[config.mk]
export PLATFORM = sky130hd
export DESIGN_NAME = gobackn_receiver_with_checksum_unit
export DESIGN_NICKNAME = d
export VERILOG_FILES = /design/src/design/gbn_pkg.sv /design/src/design/gobackn_receiver_with_checksum_unit.sv
export SDC_FILE = /design/constraint.sdc
export NUM_CORES = 1
export LEC_CHECK = 0
export BUFFER_PORTS_ARGS = -buffer_cell sky130_fd_sc_hd__buf_2
export CORE_ASPECT_RATIO = 1.25
export CORE_MARGIN = 4
export CORE_UTILIZATION = 47
export CTS_CLUSTER_SIZE = 24
export DETAILED_ROUTE_END_ITERATION = 16
export GPL_TIMING_DRIVEN = 0
export PLACE_DENSITY = 0.67
export SLEW_MARGIN = 20
export SYNTH_ARGS = -nofsm -noshare
export SYNTH_HDL_FRONTEND = slang
export SYNTH_SLANG_ARGS = --single-unit
[constraint.sdc]
create_clock -name clk -period 7.8 [get_ports clk]
set_clock_uncertainty 0.2 [all_clocks]
set_input_delay 0 -clock clk [delete_from_list [all_inputs] [get_ports clk]]
set_output_delay 0 -clock clk [all_outputs]
set_load 0.02 [all_outputs]
[src/design/gbn_pkg.sv]
`default_nettype none

package gbn_pkg;

    localparam int unsigned WORD_W = 16;
    localparam int unsigned FLAG_W = 5;
    localparam int unsigned PLEN_W = 13;

    // header word positions; index saturates past the last header word
    localparam int unsigned IDX_W = 3;
    localparam logic [IDX_W-1:0] IDX_SEQ  = 3'd0;
    localparam logic [IDX_W-1:0] IDX_FLAG = 3'd2;
    localparam logic [IDX_W-1:0] IDX_LEN  = 3'd4;
    localparam logic [IDX_W-1:0] IDX_SAT  = 3'd5;

    localparam logic [WORD_W-1:0] MAX_PAYLOAD_BYTES = 16'd6666;
    localparam logic [WORD_W-1:0] SUM_GOOD          = 16'hffff;
    localparam logic [WORD_W-1:0] ACK_RESET         = 16'hffff;

    localparam logic [WORD_W-1:0] FLAG_ACK = 16'h0002;
    localparam logic [WORD_W-1:0] FLAG_FIN = 16'h0004;
    localparam logic [WORD_W-1:0] FLAG_LAS = 16'h0008;

    typedef enum logic [2:0] {
        OUTCOME_ACCEPTED  = 3'd0,
        OUTCOME_OUT_ORDER = 3'd1,
        OUTCOME_SUM_ERROR = 3'd2,
        OUTCOME_FIN_ACKED = 3'd3,
        OUTCOME_IGNORED   = 3'd4
    } outcome_t;

    // 16-bit ones-complement add with end-around carry
    function automatic logic [WORD_W-1:0] oc_add(
        input logic [WORD_W-1:0] a,
        input logic [WORD_W-1:0] b
    );
        logic [WORD_W:0] s;
        begin
            s = {1'b0, a} + {1'b0, b};
            oc_add = s[WORD_W-1:0] + {{(WORD_W-1){1'b0}}, s[WORD_W]};
        end
    endfunction

endpackage

`default_nettype wire

[src/design/gobackn_receiver_with_checksum_unit.sv]
// Go-back-N receiver with Internet checksum.
// A word request reaches the reply through the input register, then the reply register.
// Throughput: one word per cycle while not stalled; a packet of N words yields one reply after its last word.
// The input stalls only when a last word waits and the held reply is itself stalled.
// Reset (rst_n low, async): expected seq 0, last ACK 0xFFFF, open, not finished, no reply.
`default_nettype none

module gobackn_receiver_with_checksum_unit (
    input  wire logic        clk,
    input  wire logic        rst_n,

    // word request channel
    input  wire logic        valid,
    output logic             stall,
    input  wire logic [15:0] word,
    input  wire logic        last,
    input  wire logic        single_byte,

    // reply request channel
    output logic             reply_valid,
    input  wire logic        reply_stall,
    output logic [15:0]      reply_ack,
    output logic [4:0]       reply_flag,
    output logic [15:0]      reply_checksum,
    output logic [2:0]       outcome,
    output logic             file_finished,
    output logic [12:0]      payload_length
);

    // ---------------- input register ----------------
    logic                            in_valid_reg;
    logic [gbn_pkg::WORD_W-1:0]      in_word_reg;
    logic                            in_last_reg;
    logic                            in_single_reg;

    // ---------------- receiver state ----------------
    logic [gbn_pkg::WORD_W-1:0]      expected_seq_reg, expected_seq_next;
    logic [gbn_pkg::WORD_W-1:0]      last_ack_reg, last_ack_next;
    logic [gbn_pkg::WORD_W-1:0]      sum_reg, sum_next;
    logic [gbn_pkg::IDX_W-1:0]       idx_reg, idx_next;
    logic [gbn_pkg::WORD_W-1:0]      hdr_seq_reg, hdr_seq_next;
    logic [gbn_pkg::WORD_W-1:0]      hdr_flag_reg, hdr_flag_next;
    logic [gbn_pkg::WORD_W-1:0]      hdr_len_reg, hdr_len_next;
    logic                            closed_reg, closed_next;
    logic                            finished_reg, finished_next;

    // ---------------- reply register ----------------
    logic                            out_valid_reg;
    logic [gbn_pkg::WORD_W-1:0]      out_ack_reg;
    logic [gbn_pkg::WORD_W-1:0]      out_csum_reg;
    gbn_pkg::outcome_t               out_outcome_reg;
    logic                            out_finished_reg;
    logic [gbn_pkg::PLEN_W-1:0]      out_plen_reg;

    // ---------------- datapath ----------------
    logic                            out_free;
    logic                            advance;
    logic [gbn_pkg::WORD_W-1:0]      w;
    logic [gbn_pkg::WORD_W-1:0]      word_sum;
    logic [gbn_pkg::WORD_W-1:0]      ack_sel;
    gbn_pkg::outcome_t               outcome_sel;
    logic [gbn_pkg::PLEN_W-1:0]      plen_sel;

    // the reply slot frees up when empty or being taken this cycle
    assign out_free = !out_valid_reg || !reply_stall;
    // non-last words never need the reply slot
    assign advance  = in_valid_reg && (!in_last_reg || out_free);
    assign stall    = in_valid_reg && in_last_reg && !out_free;

    always_comb
    begin
        // pad byte of a one-byte final word reads as zero
        w = in_word_reg;
        if (in_last_reg && in_single_reg)
        begin
            w[15:8] = 8'h00;
        end

        hdr_seq_next  = hdr_seq_reg;
        hdr_flag_next = hdr_flag_reg;
        hdr_len_next  = hdr_len_reg;
        case (idx_reg)
            gbn_pkg::IDX_SEQ:
            begin
                // first word of a packet clears the captured header
                hdr_seq_next  = w;
                hdr_flag_next = '0;
                hdr_len_next  = '0;
            end
            gbn_pkg::IDX_FLAG: hdr_flag_next = w;
            gbn_pkg::IDX_LEN:  hdr_len_next  = w;
            default:           ;
        endcase

        word_sum = gbn_pkg::oc_add(sum_reg, w);

        expected_seq_next = expected_seq_reg;
        last_ack_next     = last_ack_reg;
        closed_next       = closed_reg;
        finished_next     = finished_reg;
        plen_sel          = '0;

        if (closed_reg)
        begin
            outcome_sel = gbn_pkg::OUTCOME_IGNORED;
        end
        else if (word_sum != gbn_pkg::SUM_GOOD)
        begin
            outcome_sel = gbn_pkg::OUTCOME_SUM_ERROR;
        end
        else if (hdr_flag_next == gbn_pkg::FLAG_FIN)
        begin
            last_ack_next = hdr_seq_next + 16'd1;
            closed_next   = 1'b1;
            outcome_sel   = gbn_pkg::OUTCOME_FIN_ACKED;
        end
        else if (hdr_seq_next == expected_seq_reg)
        begin
            last_ack_next     = expected_seq_reg;
            expected_seq_next = expected_seq_reg + 16'd1;
            if ((hdr_flag_next & gbn_pkg::FLAG_LAS) != '0)
            begin
                finished_next = 1'b1;
            end
            // clamp to the largest payload, then keep the port width
            if (hdr_len_next > gbn_pkg::MAX_PAYLOAD_BYTES)
            begin
                plen_sel = gbn_pkg::MAX_PAYLOAD_BYTES[gbn_pkg::PLEN_W-1:0];
            end
            else
            begin
                plen_sel = hdr_len_next[gbn_pkg::PLEN_W-1:0];
            end
            outcome_sel = gbn_pkg::OUTCOME_ACCEPTED;
        end
        else
        begin
            outcome_sel = gbn_pkg::OUTCOME_OUT_ORDER;
        end

        ack_sel = last_ack_next;

        // packet end resets the per-packet counters
        if (in_last_reg)
        begin
            sum_next = '0;
            idx_next = '0;
        end
        else
        begin
            sum_next = word_sum;
            idx_next = (idx_reg == gbn_pkg::IDX_SAT) ? idx_reg : idx_reg + 3'd1;
        end
    end

    // input register
    always_ff @(posedge clk or negedge rst_n)
    begin
        if (!rst_n)
        begin
            in_valid_reg <= 1'b0;
        end
        else if (!stall)
        begin
            in_valid_reg <= valid;
        end
    end

    always_ff @(posedge clk)
    begin
        if (valid && !stall)
        begin
            in_word_reg   <= word;
            in_last_reg   <= last;
            in_single_reg <= single_byte;
        end
    end

    // receiver state; decisions only commit on a last word
    always_ff @(posedge clk or negedge rst_n)
    begin
        if (!rst_n)
        begin
            expected_seq_reg <= '0;
            last_ack_reg     <= gbn_pkg::ACK_RESET;
            sum_reg          <= '0;
            idx_reg          <= '0;
            hdr_seq_reg      <= '0;
            hdr_flag_reg     <= '0;
            hdr_len_reg      <= '0;
            closed_reg       <= 1'b0;
            finished_reg     <= 1'b0;
        end
        else if (advance)
        begin
            sum_reg      <= sum_next;
            idx_reg      <= idx_next;
            hdr_seq_reg  <= hdr_seq_next;
            hdr_flag_reg <= hdr_flag_next;
            hdr_len_reg  <= hdr_len_next;
            if (in_last_reg)
            begin
                expected_seq_reg <= expected_seq_next;
                last_ack_reg     <= last_ack_next;
                closed_reg       <= closed_next;
                finished_reg     <= finished_next;
            end
        end
    end

    // reply register
    always_ff @(posedge clk or negedge rst_n)
    begin
        if (!rst_n)
        begin
            out_valid_reg <= 1'b0;
        end
        else if (advance && in_last_reg)
        begin
            out_valid_reg <= 1'b1;
        end
        else if (!reply_stall)
        begin
            out_valid_reg <= 1'b0;
        end
    end

    always_ff @(posedge clk)
    begin
        if (advance && in_last_reg)
        begin
            out_ack_reg      <= ack_sel;
            // reply header: seq 0, ack, flag ACK, checksum 0, length 0
            out_csum_reg     <= ~gbn_pkg::oc_add(ack_sel, gbn_pkg::FLAG_ACK);
            out_outcome_reg  <= outcome_sel;
            out_finished_reg <= finished_next;
            out_plen_reg     <= plen_sel;
        end
    end

    assign reply_valid    = out_valid_reg;
    assign reply_ack      = out_ack_reg;
    assign reply_flag     = gbn_pkg::FLAG_ACK[gbn_pkg::FLAG_W-1:0];
    assign reply_checksum = out_csum_reg;
    assign outcome        = out_outcome_reg;
    assign file_finished  = out_finished_reg;
    assign payload_length = out_plen_reg;

    // ---------------- assertions ----------------
    a_closed_sticky: assert property (@(posedge clk) disable iff (!rst_n)
        closed_reg |=> closed_reg)
        else $error("receiver reopened after FIN");

    a_finished_sticky: assert property (@(posedge clk) disable iff (!rst_n)
        finished_reg |=> finished_reg)
        else $error("file_finished dropped");

    a_seq_moves_on_accept: assert property (@(posedge clk) disable iff (!rst_n)
        !$stable(expected_seq_reg) |->
            (out_valid_reg && out_outcome_reg == gbn_pkg::OUTCOME_ACCEPTED))
        else $error("expected seq moved without an accepted packet");

    a_ignored_when_closed: assert property (@(posedge clk) disable iff (!rst_n)
        (advance && in_last_reg && closed_reg) |=>
            (out_valid_reg && out_outcome_reg == gbn_pkg::OUTCOME_IGNORED))
        else $error("closed receiver did not ignore packet");

endmodule

`default_nettype wire
# After elaboration in Yosys (flattened, before gate mapping)
# Index checks and enable logic that the tools add are counted.
[word_totals]
register_bits = 170
output_inout_bits = 56
elab_cells = 87
in_bits = 22
[classes]
n_lt_le_gt_ge = 1
n_eq_ne = 8
n_reduce_logical = 20
n_mux = 25
n_addsub = 7
bitwise_logic = 5
[ops]
columns = ["operator", "n"]
rows = [
  ["two-way mux 16 bit", 6],
  ["case mux 16 bit (2 select lines)", 2],
  ["adder 16 x 1 -> 16 bit", 2],
  ["adder 16 x 1 -> 16 bit, second input constant", 2],
  ["adder 16 x 16 -> 17 bit", 1],
  ["adder 16 x 2 -> 17 bit, second input constant", 1],
  ["equality test 16 bit", 1],
  ["equality test 16 x 3 -> 1 bit, second input constant", 1],
  ["greater-than comparator 16 x 13 -> 1 bit, second input constant", 1],
  ["!= test 16 bit, second input constant", 1],
  ["NOT 16 bit", 1],
  ["two-way mux 13 bit", 1],
  ["two-way mux 1 bit", 11],
  ["two-way mux 8 bit", 1],
  ["equality test 3 bit, second input constant", 2],
  ["logical AND 1 bit", 6],
  ["two-way mux 3 bit", 2],
  ["AND reduction 6 bit", 1],
  ["logical NOT 1 bit", 5],
  ["OR reduction 5 bit", 1],
  ["two-way mux 2 bit", 2],
  ["NOT 1 bit", 4],
  ["AND reduction 2 bit", 2],
  ["OR reduction 4 bit", 1],
  ["other kinds (7)", 8],
]

# Logic depth before layout (Yosys ltp)
# Gate-level depths: netlist of the first run.
[depth]
depth_word = 11
depth_mapped = 38
ltp_nobuf = 33

# Worst setup path after synthesis of the first run
# No wires, ideal clock.
[synth_timing]
kind = "register to register"
startpoint = "reg in_word_reg[1] in the netlist's numbering"
endpoint = "reg out_csum_reg, in the netlist reply_checksum[11], data pin"
synth_period_minus_slack_ps = 7789
path_buffers = 6
setup_time_ps = 261
stages_incl_launch_ff = 35
arrival_ps = 7328
slack_ps = 11
required_time_ps = 7339
path_cell_list = "edfxtp_1 > clkbuf_1 > inv_1 > fa_1 > nand2b_1 > a21oi_1 > a41oi_1 > o22ai_2 > a31oi_1 > nand2b_1 > a21o_1 > ha_1 > ha_1 > nand2_1 > or4_1 > buf_2 > or3_1 > nand2_1 > nor3_1 > nor4_4 > or3b_1 > buf_6 > buf_2 > clkbuf_1 > nor2b_1 > nor2_1 > ha_1 > clkbuf_1 > inv_1 > or3_1 > mux2i_1 > xnor2_1 > nand3_1 > or2_0 > a311o_1"
[synth_via]
elab_chain_len = 9
elab_cells_between_ends = 15
cone_classes = "add/sub: 5; eq/ne: 3; mux: 6; bitwise: 1"
[synth_lines]
columns = ["element", "line_no", "text"]
rows = [
  ["start: declaration", "gobackn_receiver_with_checksum_unit.sv:32", "logic [gbn_pkg::WORD_W-1:0] in_word_reg;"],
  ["start signal: assignment", "gobackn_receiver_with_checksum_unit.sv:173", "in_word_reg <= word;"],
  ["branches (longest 4 deep; another with adder 16 x 16 -> 17 bit)", "--", ""],
  ["two-way mux 16 bit (*)", "gobackn_receiver_with_checksum_unit.sv:107", "else if (word_sum != gbn_pkg::SUM_GOOD)"],
  ["two-way mux 16 bit (*)", "gobackn_receiver_with_checksum_unit.sv:103", "if (closed_reg)"],
  ["via ack_sel (one bit)", "gobackn_receiver_with_checksum_unit.sv:60", "logic [gbn_pkg::WORD_W-1:0] ack_sel;"],
  ["adder 16 x 2 -> 17 bit (*)", "gbn_pkg.sv:39", "s = {1'b0, a} + {1'b0, b};"],
  ["adder 16 x 1 -> 16 bit (*)", "gbn_pkg.sv:40", "oc_add = s[WORD_W-1:0] + {{(WORD_W-1){1'b0}}, s[WORD_W]};"],
  ["NOT 16 bit (*)", "gobackn_receiver_with_checksum_unit.sv:234", "out_csum_reg <= ~gbn_pkg::oc_add(ack_sel, gbn_pkg::FLAG_ACK);"],
  ["end signal: assignment", "gobackn_receiver_with_checksum_unit.sv:234", ""],
  ["end: declaration", "gobackn_receiver_with_checksum_unit.sv:50", "logic [gbn_pkg::WORD_W-1:0] out_csum_reg;"],
]
# Mark *: on every way through the listed nets, which the timed path passes.
# A chain may end at the register's enable or synchronous reset.

# Worst setup path in the final report of the first run
[layout_timing]
startpoint = "reg in_last_reg"
endpoint = "reg out_csum_reg, in the netlist reply_checksum[14], data pin"
[layout_via]
elab_chain_len = 11
elab_cells_between_ends = 17
cone_classes = "add/sub: 5; eq/ne: 3; mux: 7; bitwise: 1; reduce/logical: 1"
[layout_lines]
columns = ["element", "line_no", "text"]
rows = [
  ["start: declaration", "gobackn_receiver_with_checksum_unit.sv:33", "logic in_last_reg;"],
  ["start signal: assignment", "gobackn_receiver_with_checksum_unit.sv:174", "in_last_reg <= last;"],
  ["logical AND 1 bit (*)", "gobackn_receiver_with_checksum_unit.sv:74", "if (in_last_reg && in_single_reg)"],
  ["two-way mux 8 bit (*)", "gobackn_receiver_with_checksum_unit.sv:74", ""],
  ["branches (longest 4 deep; another with adder 16 x 16 -> 17 bit)", "--", ""],
  ["two-way mux 16 bit (*)", "gobackn_receiver_with_checksum_unit.sv:107", ""],
  ["two-way mux 16 bit (*)", "gobackn_receiver_with_checksum_unit.sv:103", ""],
  ["via ack_sel (one bit)", "gobackn_receiver_with_checksum_unit.sv:60", ""],
  ["adder 16 x 2 -> 17 bit (*)", "gbn_pkg.sv:39", ""],
  ["adder 16 x 1 -> 16 bit (*)", "gbn_pkg.sv:40", ""],
  ["NOT 16 bit (*)", "gobackn_receiver_with_checksum_unit.sv:234", ""],
]
# Marks and branches as above.

==> results.md, run 1 <==
- CTS Buf Count: 17
- Leading cell type in the layout, fill and taps excluded: nand2_1
- Final hold viol count: 0
- Power Density: 275 mW/mm^2
- Final period util: 96.6%
- CP endpoint kind: flip-flop
- Vias in the first global route: 8760
- Int Pwr: 2.10 mW
- Router iterations before antenna repair: 6
- Nets: 1301
- Commonest non-fill, non-tap cells in the layout: nand2_1, dfrtp_1, buf_2
- Kind of critical path: flip-flop to flip-flop
- Synthesized area per cell: 9.62 sq um
- Starting Density: 47.5%
- Gate Count Post-Synth: 1097
- CP Data Required Time: 7.81 ns
- Register bit total from synthesis: 170
- Cell mode on critical path: ha_2
- Die Span X: 142 um
- I/O pin count: 78
- Highest clock rate: 133 MHz
- Vias per std cell: 5.86
- Final Max Tran Viols: 0
- Number of synthesis warnings: 0
- Worst-path clk slew: 0.08 ns
- Syn-to-layout area delta: 21.6%
- IR drop worst, VDD: 174 uV
- Die area: 0.0249 sq mm
- Worst hold path type: primary input to flip-flop
- Layout cells sized above 1: 21.6%
- Max Cap Viol: 0
- CTS tree: done
- Total Wirelength: 30000 um
- Buffers on Ports: 72
- Sink Count: 170
- Pleak: 5.03 nW
- CP Launch Type: flip-flop
- Largest net degree at the start of global routing: 77
- Synth Flop Type: dfrtp_1
- Status: finished, final reports clean
- Dpl hpwl: 20900 um
- Critical Path Max Stage Delay: 0.42 ns
- Row count: 61
- Gpl congestion: 0.918
- Post-synth cell types: 102
- Comb power frac: 41.9%
- Setup violations, final: 0
- CTS Buffer Depth: 2
- Sw Ratio: 40.4%
- DR iter-0 viols: 700
- Total grt overflow: 0
- Drc violations: 0
- Clk_lat worst skew: 0.45 ns
- GRT Total Usage: 23.7%
- Least-Margin Pin Slew: 0.903 ns
- FFs w/ async S/R, synth: 60.6%
- Crit-path max FO: 10
- Netlist Area Pre-Place: 0.0105 sq mm
- Slew HR: 39.7%
- Post-synthesis sequential area ratio: 43.7%
- # diodes: 0
- Arrival time worst endpoint: 7.54 ns
- H-Tree Depth: 4
- Sequential cell fraction of total power: 32.9%
- Drt wl/cell: 19.3 um
- Clk root buf: clkbuf_16
- ANT nets after route: 0
- Total power draw: 3.53 mW
- Worst hold slack: 0.0543 ns
- Post-synth EDFFs: 67
- Switching power: 1.43 mW
- Antenna violations before repair: 0
- Core area: 0.0222 sq mm
- Die Ht: 176 um
- Vias post-DR: 9090
- Final min period: 7.53 ns
- Cell at the slowest stage of the critical path: edfxtp_1
- Wire length of the first global-routing pass: 46800 um
- Clk network pwr share: 25.3%
## logic make-up (layout without fill, tap and decap cells)
group	count (synthesis)	in the layout	share of synthesized area, %
multiplexers	37	37	3.75
adder cells (fa/ha/maj)	25	25	3.01
AO/OA/AOI/OAI	266	266	17.6
XOR/XNOR	100	100	8.43
flip-flops	170	170	43.7
AND/OR/NAND/NOR	394	394	19.4
other	2	5	0.0712
buffers and inverters	103	271	4.09
## worst max-delay path, delay by kind of cell, from the launching register on
family | cells | cell delay [ns]
xor gates and xnor gates | 2 | 0.30
DFF | 1 | 0.42
AOI/OAI and AO/OA | 11 | 2.35
adders and majority gates | 5 | 1.07
and+or+nand+nor | 12 | 2.21
buffers and inverters | 5 | 0.71
## stage by stage
stage               area (sq um)  setup TNS [ns]  cells  setup WS [ns]  util (%)
finish                     12800               0   1551          0.267      57.8
global route               12800         -0.0136   1551       -0.00828      57.8
global placement           11300          -20.98   1455          -1.98      50.8
detailed placement         11300          -22.92   1456          -2.06      50.9
floorplan                  10600               0   1100         0.0105         -
CTS                        12500               0   1531        0.00289      56.4
## path summary, 6_finish.rpt
kind | to | slack [ns] | from | cells past startpoint
setup / recovery | reply_checksum[14] | 0.27 | in_last_reg | 35
hold / removal | in_word_reg[8] | 0.05 | word[8] | 2
setup reg to reg | reply_checksum[14] | 0.27 | in_last_reg | 35
hold reg to reg | finished_reg | 0.26 | finished_reg | 1
max in group asynchronous | expected_seq_reg[4] | 6.42 | rst_n | 4
min in group asynchronous | last_ack_reg[7] | 0.46 | rst_n | 3
## Yosys cell counts, drive strengths merged, types with 11 or more instances
master | count | area (sq um)
inv | 38 | 143
clkbuf | 48 | 181
o21ai | 75 | 383
or3 | 16 | 100
nand2b | 19 | 126
dfstp | 16 | 420
a21boi | 11 | 86.3
nor2b | 14 | 87.6
a22o | 26 | 228
nor2 | 64 | 243
ha | 23 | 288
mux2i | 20 | 200
and2 | 15 | 93.8
nor3 | 20 | 121
nand2 | 127 | 479
xnor2 | 70 | 613
and3 | 11 | 68.8
xor2 | 29 | 254
a21oi | 47 | 235
nand3 | 51 | 255
dfrtp | 87 | 2180
edfxtp | 67 | 2010
nand4 | 12 | 90.1
buf | 17 | 108
mux2 | 17 | 195
## metal layers
metal	track usage, %	part of all wire (%)	vias to the layer above
li1	-	-	4285
met1	28.4	40	4397
met2	41.9	52	327
met3	3.92	5.3	81
met4	9.92	3.5	0
met5	0	0	-
## final cells by class
| cell class | instances | area [sq um] |
|---|---|---|
| plain buffers | 62 | 333 |
| inverters | 38 | 146 |
| multi-input cells | 827 | 5810 |
| well taps | 283 | 354 |
| clock inverters | 14 | 171 |
| fillers | 1944 | 9380 |
| clock buffers | 18 | 450 |
| repair buffers | 139 | 952 |
| flip-flops and latches | 170 | 4610 |
## what timing repair did
action	4_1_cts	5_1_grt
gates cloned	0	0
pin swaps	13	24
endpoints found under the hold margin	123	0
endpoints found under the setup margin	26	11
setup buffers	20	22
hold buffers	24	0
resized for setup	49	36
## power groups by stage
stage	Combinational (mW)	Sequential (mW)	Clock, mW
3_3_place_gp	1.27	1.17	0
3_5_place_dp	1.29	1.17	0
4_1_cts	1.38	1.16	0.900
6_report	1.48	1.16	0.892
2_1_floorplan	1.00	1.15	0
5_1_grt	1.61	1.17	0.939
No activity file was read; power rests on OpenSTA's default activity.
==> run 2, diff against run 1 <==
Settings changed: REMOVE_ABC_BUFFERS set to 1.
==> run 2 against run 1 <==
Compared with the run above:
- maximum frequency is 0.32% lower
- total power is 1.1% lower
- core utilization is 1.7 points lower
- combinational power is 6% lower
- via count is 4.5% lower
- sequential power is 3% higher
- global-route usage is 1.0 points lower
- first-iteration DRC count is 17% lower
- non-clock buffer count is 72 lower
- sequential cell count stayed put
- critical endpoint unchanged
- largest cell class unchanged
- largest power group unchanged
==> results.md, run 2 (synthesis gave the netlist of run 1 again) <==
- Sequential cell fraction of total power: 34.4%
- Antenna violations before repair: 0
- CTS Buffer Depth: 2
- CTS Buf Count: 17
- Buffers on Ports: 72
- CP Launch Type: flip-flop
- Post-Place Setup Slack: -1.65 ns
- Layout cells sized above 1: 20.3%
- GRT Total Usage: 22.7%
- Gpl congestion: 0.892
- DR iter-0 viols: 583
- ANT nets after route: 0
- Vias post-DR: 8681
- Largest net degree at the start of global routing: 67
- I/O pin count: 78
- Drc violations: 0
- Sw Ratio: 39.3%
- Cell mode on critical path: ha_2
- Arrival time worst endpoint: 7.55 ns
- Starting Density: 47.5%
- Row count: 61
- Comb power frac: 39.8%
- Power Density: 280 mW/mm^2
- Vias in the first global route: 8472
- Pleak: 4.84 nW
- Clk_lat worst skew: 0.44 ns
- IR drop worst, VDD: 226 uV
- Slew HR: 33.8%
- Core area: 0.0222 sq mm
- Die area: 0.0249 sq mm
- Clk root buf: clkbuf_16
- # diodes: 0
- Setup ws final: 0.243 ns
- Cell at the slowest stage of the critical path: or4b_2
- Least-Margin Pin Slew: 0.984 ns
- Crit-path max FO: 6
- Final period util: 96.9%
- H-Tree Depth: 4
- Highest clock rate: 132 MHz
- CP Data Required Time: 7.79 ns
- Vias per std cell: 5.87
- Worst-path clk slew: 0.08 ns
- Critical Path Max Stage Delay: 0.67 ns
- Sink Count: 170
- Setup violations, final: 0
- Total grt overflow: 0
- Final min period: 7.56 ns
- Final hold viol count: 0
- Die Span X: 142 um
- Max Cap Viol: 0
- Worst hold path type: primary input to flip-flop
- Switching power: 1.37 mW
- Die Ht: 176 um
- Router iterations before antenna repair: 5
- Final Max Tran Viols: 0
- Kind of critical path: flip-flop to flip-flop
- Nets: 1230
- Total Wirelength: 28100 um
- CP endpoint kind: flip-flop
- Dpl hpwl: 19100 um
- Drt wl/cell: 19.0 um
- Status: finished, final reports clean
- Clk network pwr share: 25.9%
- Total power draw: 3.49 mW
- Int Pwr: 2.12 mW
- Leading cell type in the layout, fill and taps excluded: nand2_1
- Syn-to-layout area delta: 18.0%
- Commonest non-fill, non-tap cells in the layout: nand2_1, dfrtp_1, buf_2
- Wire length of the first global-routing pass: 45000 um
- CTS tree: done
-- run 2: cell types whose count changed in the layout (fill, tap and decap cells not counted), moves of 3 or more --
cell      change
buf_12        +3
buf_8         -3
clkbuf_1     -41
buf_4        -16
buf_2         -5
buf_6         -6
-- run 2: final cells by class --
type                            instances  area [sq um]
Clock buffer                           18           450
Clock inverter                         14           188
Fill cell                            1943          9760
Inverter                               38           145
Multi-Input combinational cell        828          5790
Sequential cell                       170          4610
Tap cell                              283           354
Timing Repair Buffer                  129           913
-- run 2: timing repair --
item | CTS | global route
hold endpoints to repair | 123 | 0
pin swaps | 8 | 14
resized for setup | 26 | 29
hold buffers | 24 | 0
buffers inserted | 18 | 13
endpoints found under the setup margin | 19 | 11
cloned | 1 | 0
-- run 2: power groups by stage --
stage / registers [mW] / clock network [mW] / logic, mW
floorplan: 1.18 / 0 / 0.948
global placement: 1.22 / 0 / 1.18
detailed placement: 1.22 / 0 / 1.21
CTS: 1.20 / 0.908 / 1.32
global route: 1.22 / 0.956 / 1.53
finish: 1.20 / 0.902 / 1.39
-- run 2: worst max-delay path: cells and delay by family (launching register included) --
| kind | cells | cell delay, ns |
|---|---|---|
| fa+ha+maj | 6 | 1.40 |
| simple gates | 13 | 3.30 |
| flops | 1 | 0.42 |
| compound gates | 10 | 1.89 |
| xor+xnor | 1 | 0.06 |
| buf+inv | 1 | 0.06 |
-- run 2: per-stage QoR --
stage	utilization [%]	cells	cell area (sq um)	hold slack (ns)	TNS, ns
3_3_place_gp	49.5	1390	11000	-0.0233	-15.88
6_report	56.0	1480	12400	0.0657	0
4_1_cts	54.9	1467	12200	0.0564	0
3_5_place_dp	49.7	1392	11000	-0.254	-16.89
2_1_floorplan	-	1035	10300	-0.496	0
5_1_grt	56.0	1480	12400	0.0763	-0.135
-- run 2: metal layers --
| layer | part of all wire [%] | GRT usage, % |
|---|---|---|
| met2 | 51 | 39.9 |
| met1 | 41 | 27.6 |
| met4 | 4.3 | 9.44 |
| met5 | 0 | 0 |
| met3 | 3.6 | 3.43 |
-- run 2: path summary, 6_finish.rpt --
kind	from	endpoint	slack, ns	cells after the start
setup / recovery	in_word_reg[0]	reply_checksum[14]	0.24	31
hold / removal	word[0]	in_word_reg[0]	0.07	2
setup reg to reg	in_word_reg[0]	reply_checksum[14]	0.24	31
hold reg to reg	finished_reg	finished_reg	0.27	1
max in group asynchronous	rst_n	last_ack_reg[13]	6.52	4
min in group asynchronous	rst_n	last_ack_reg[7]	0.48	3
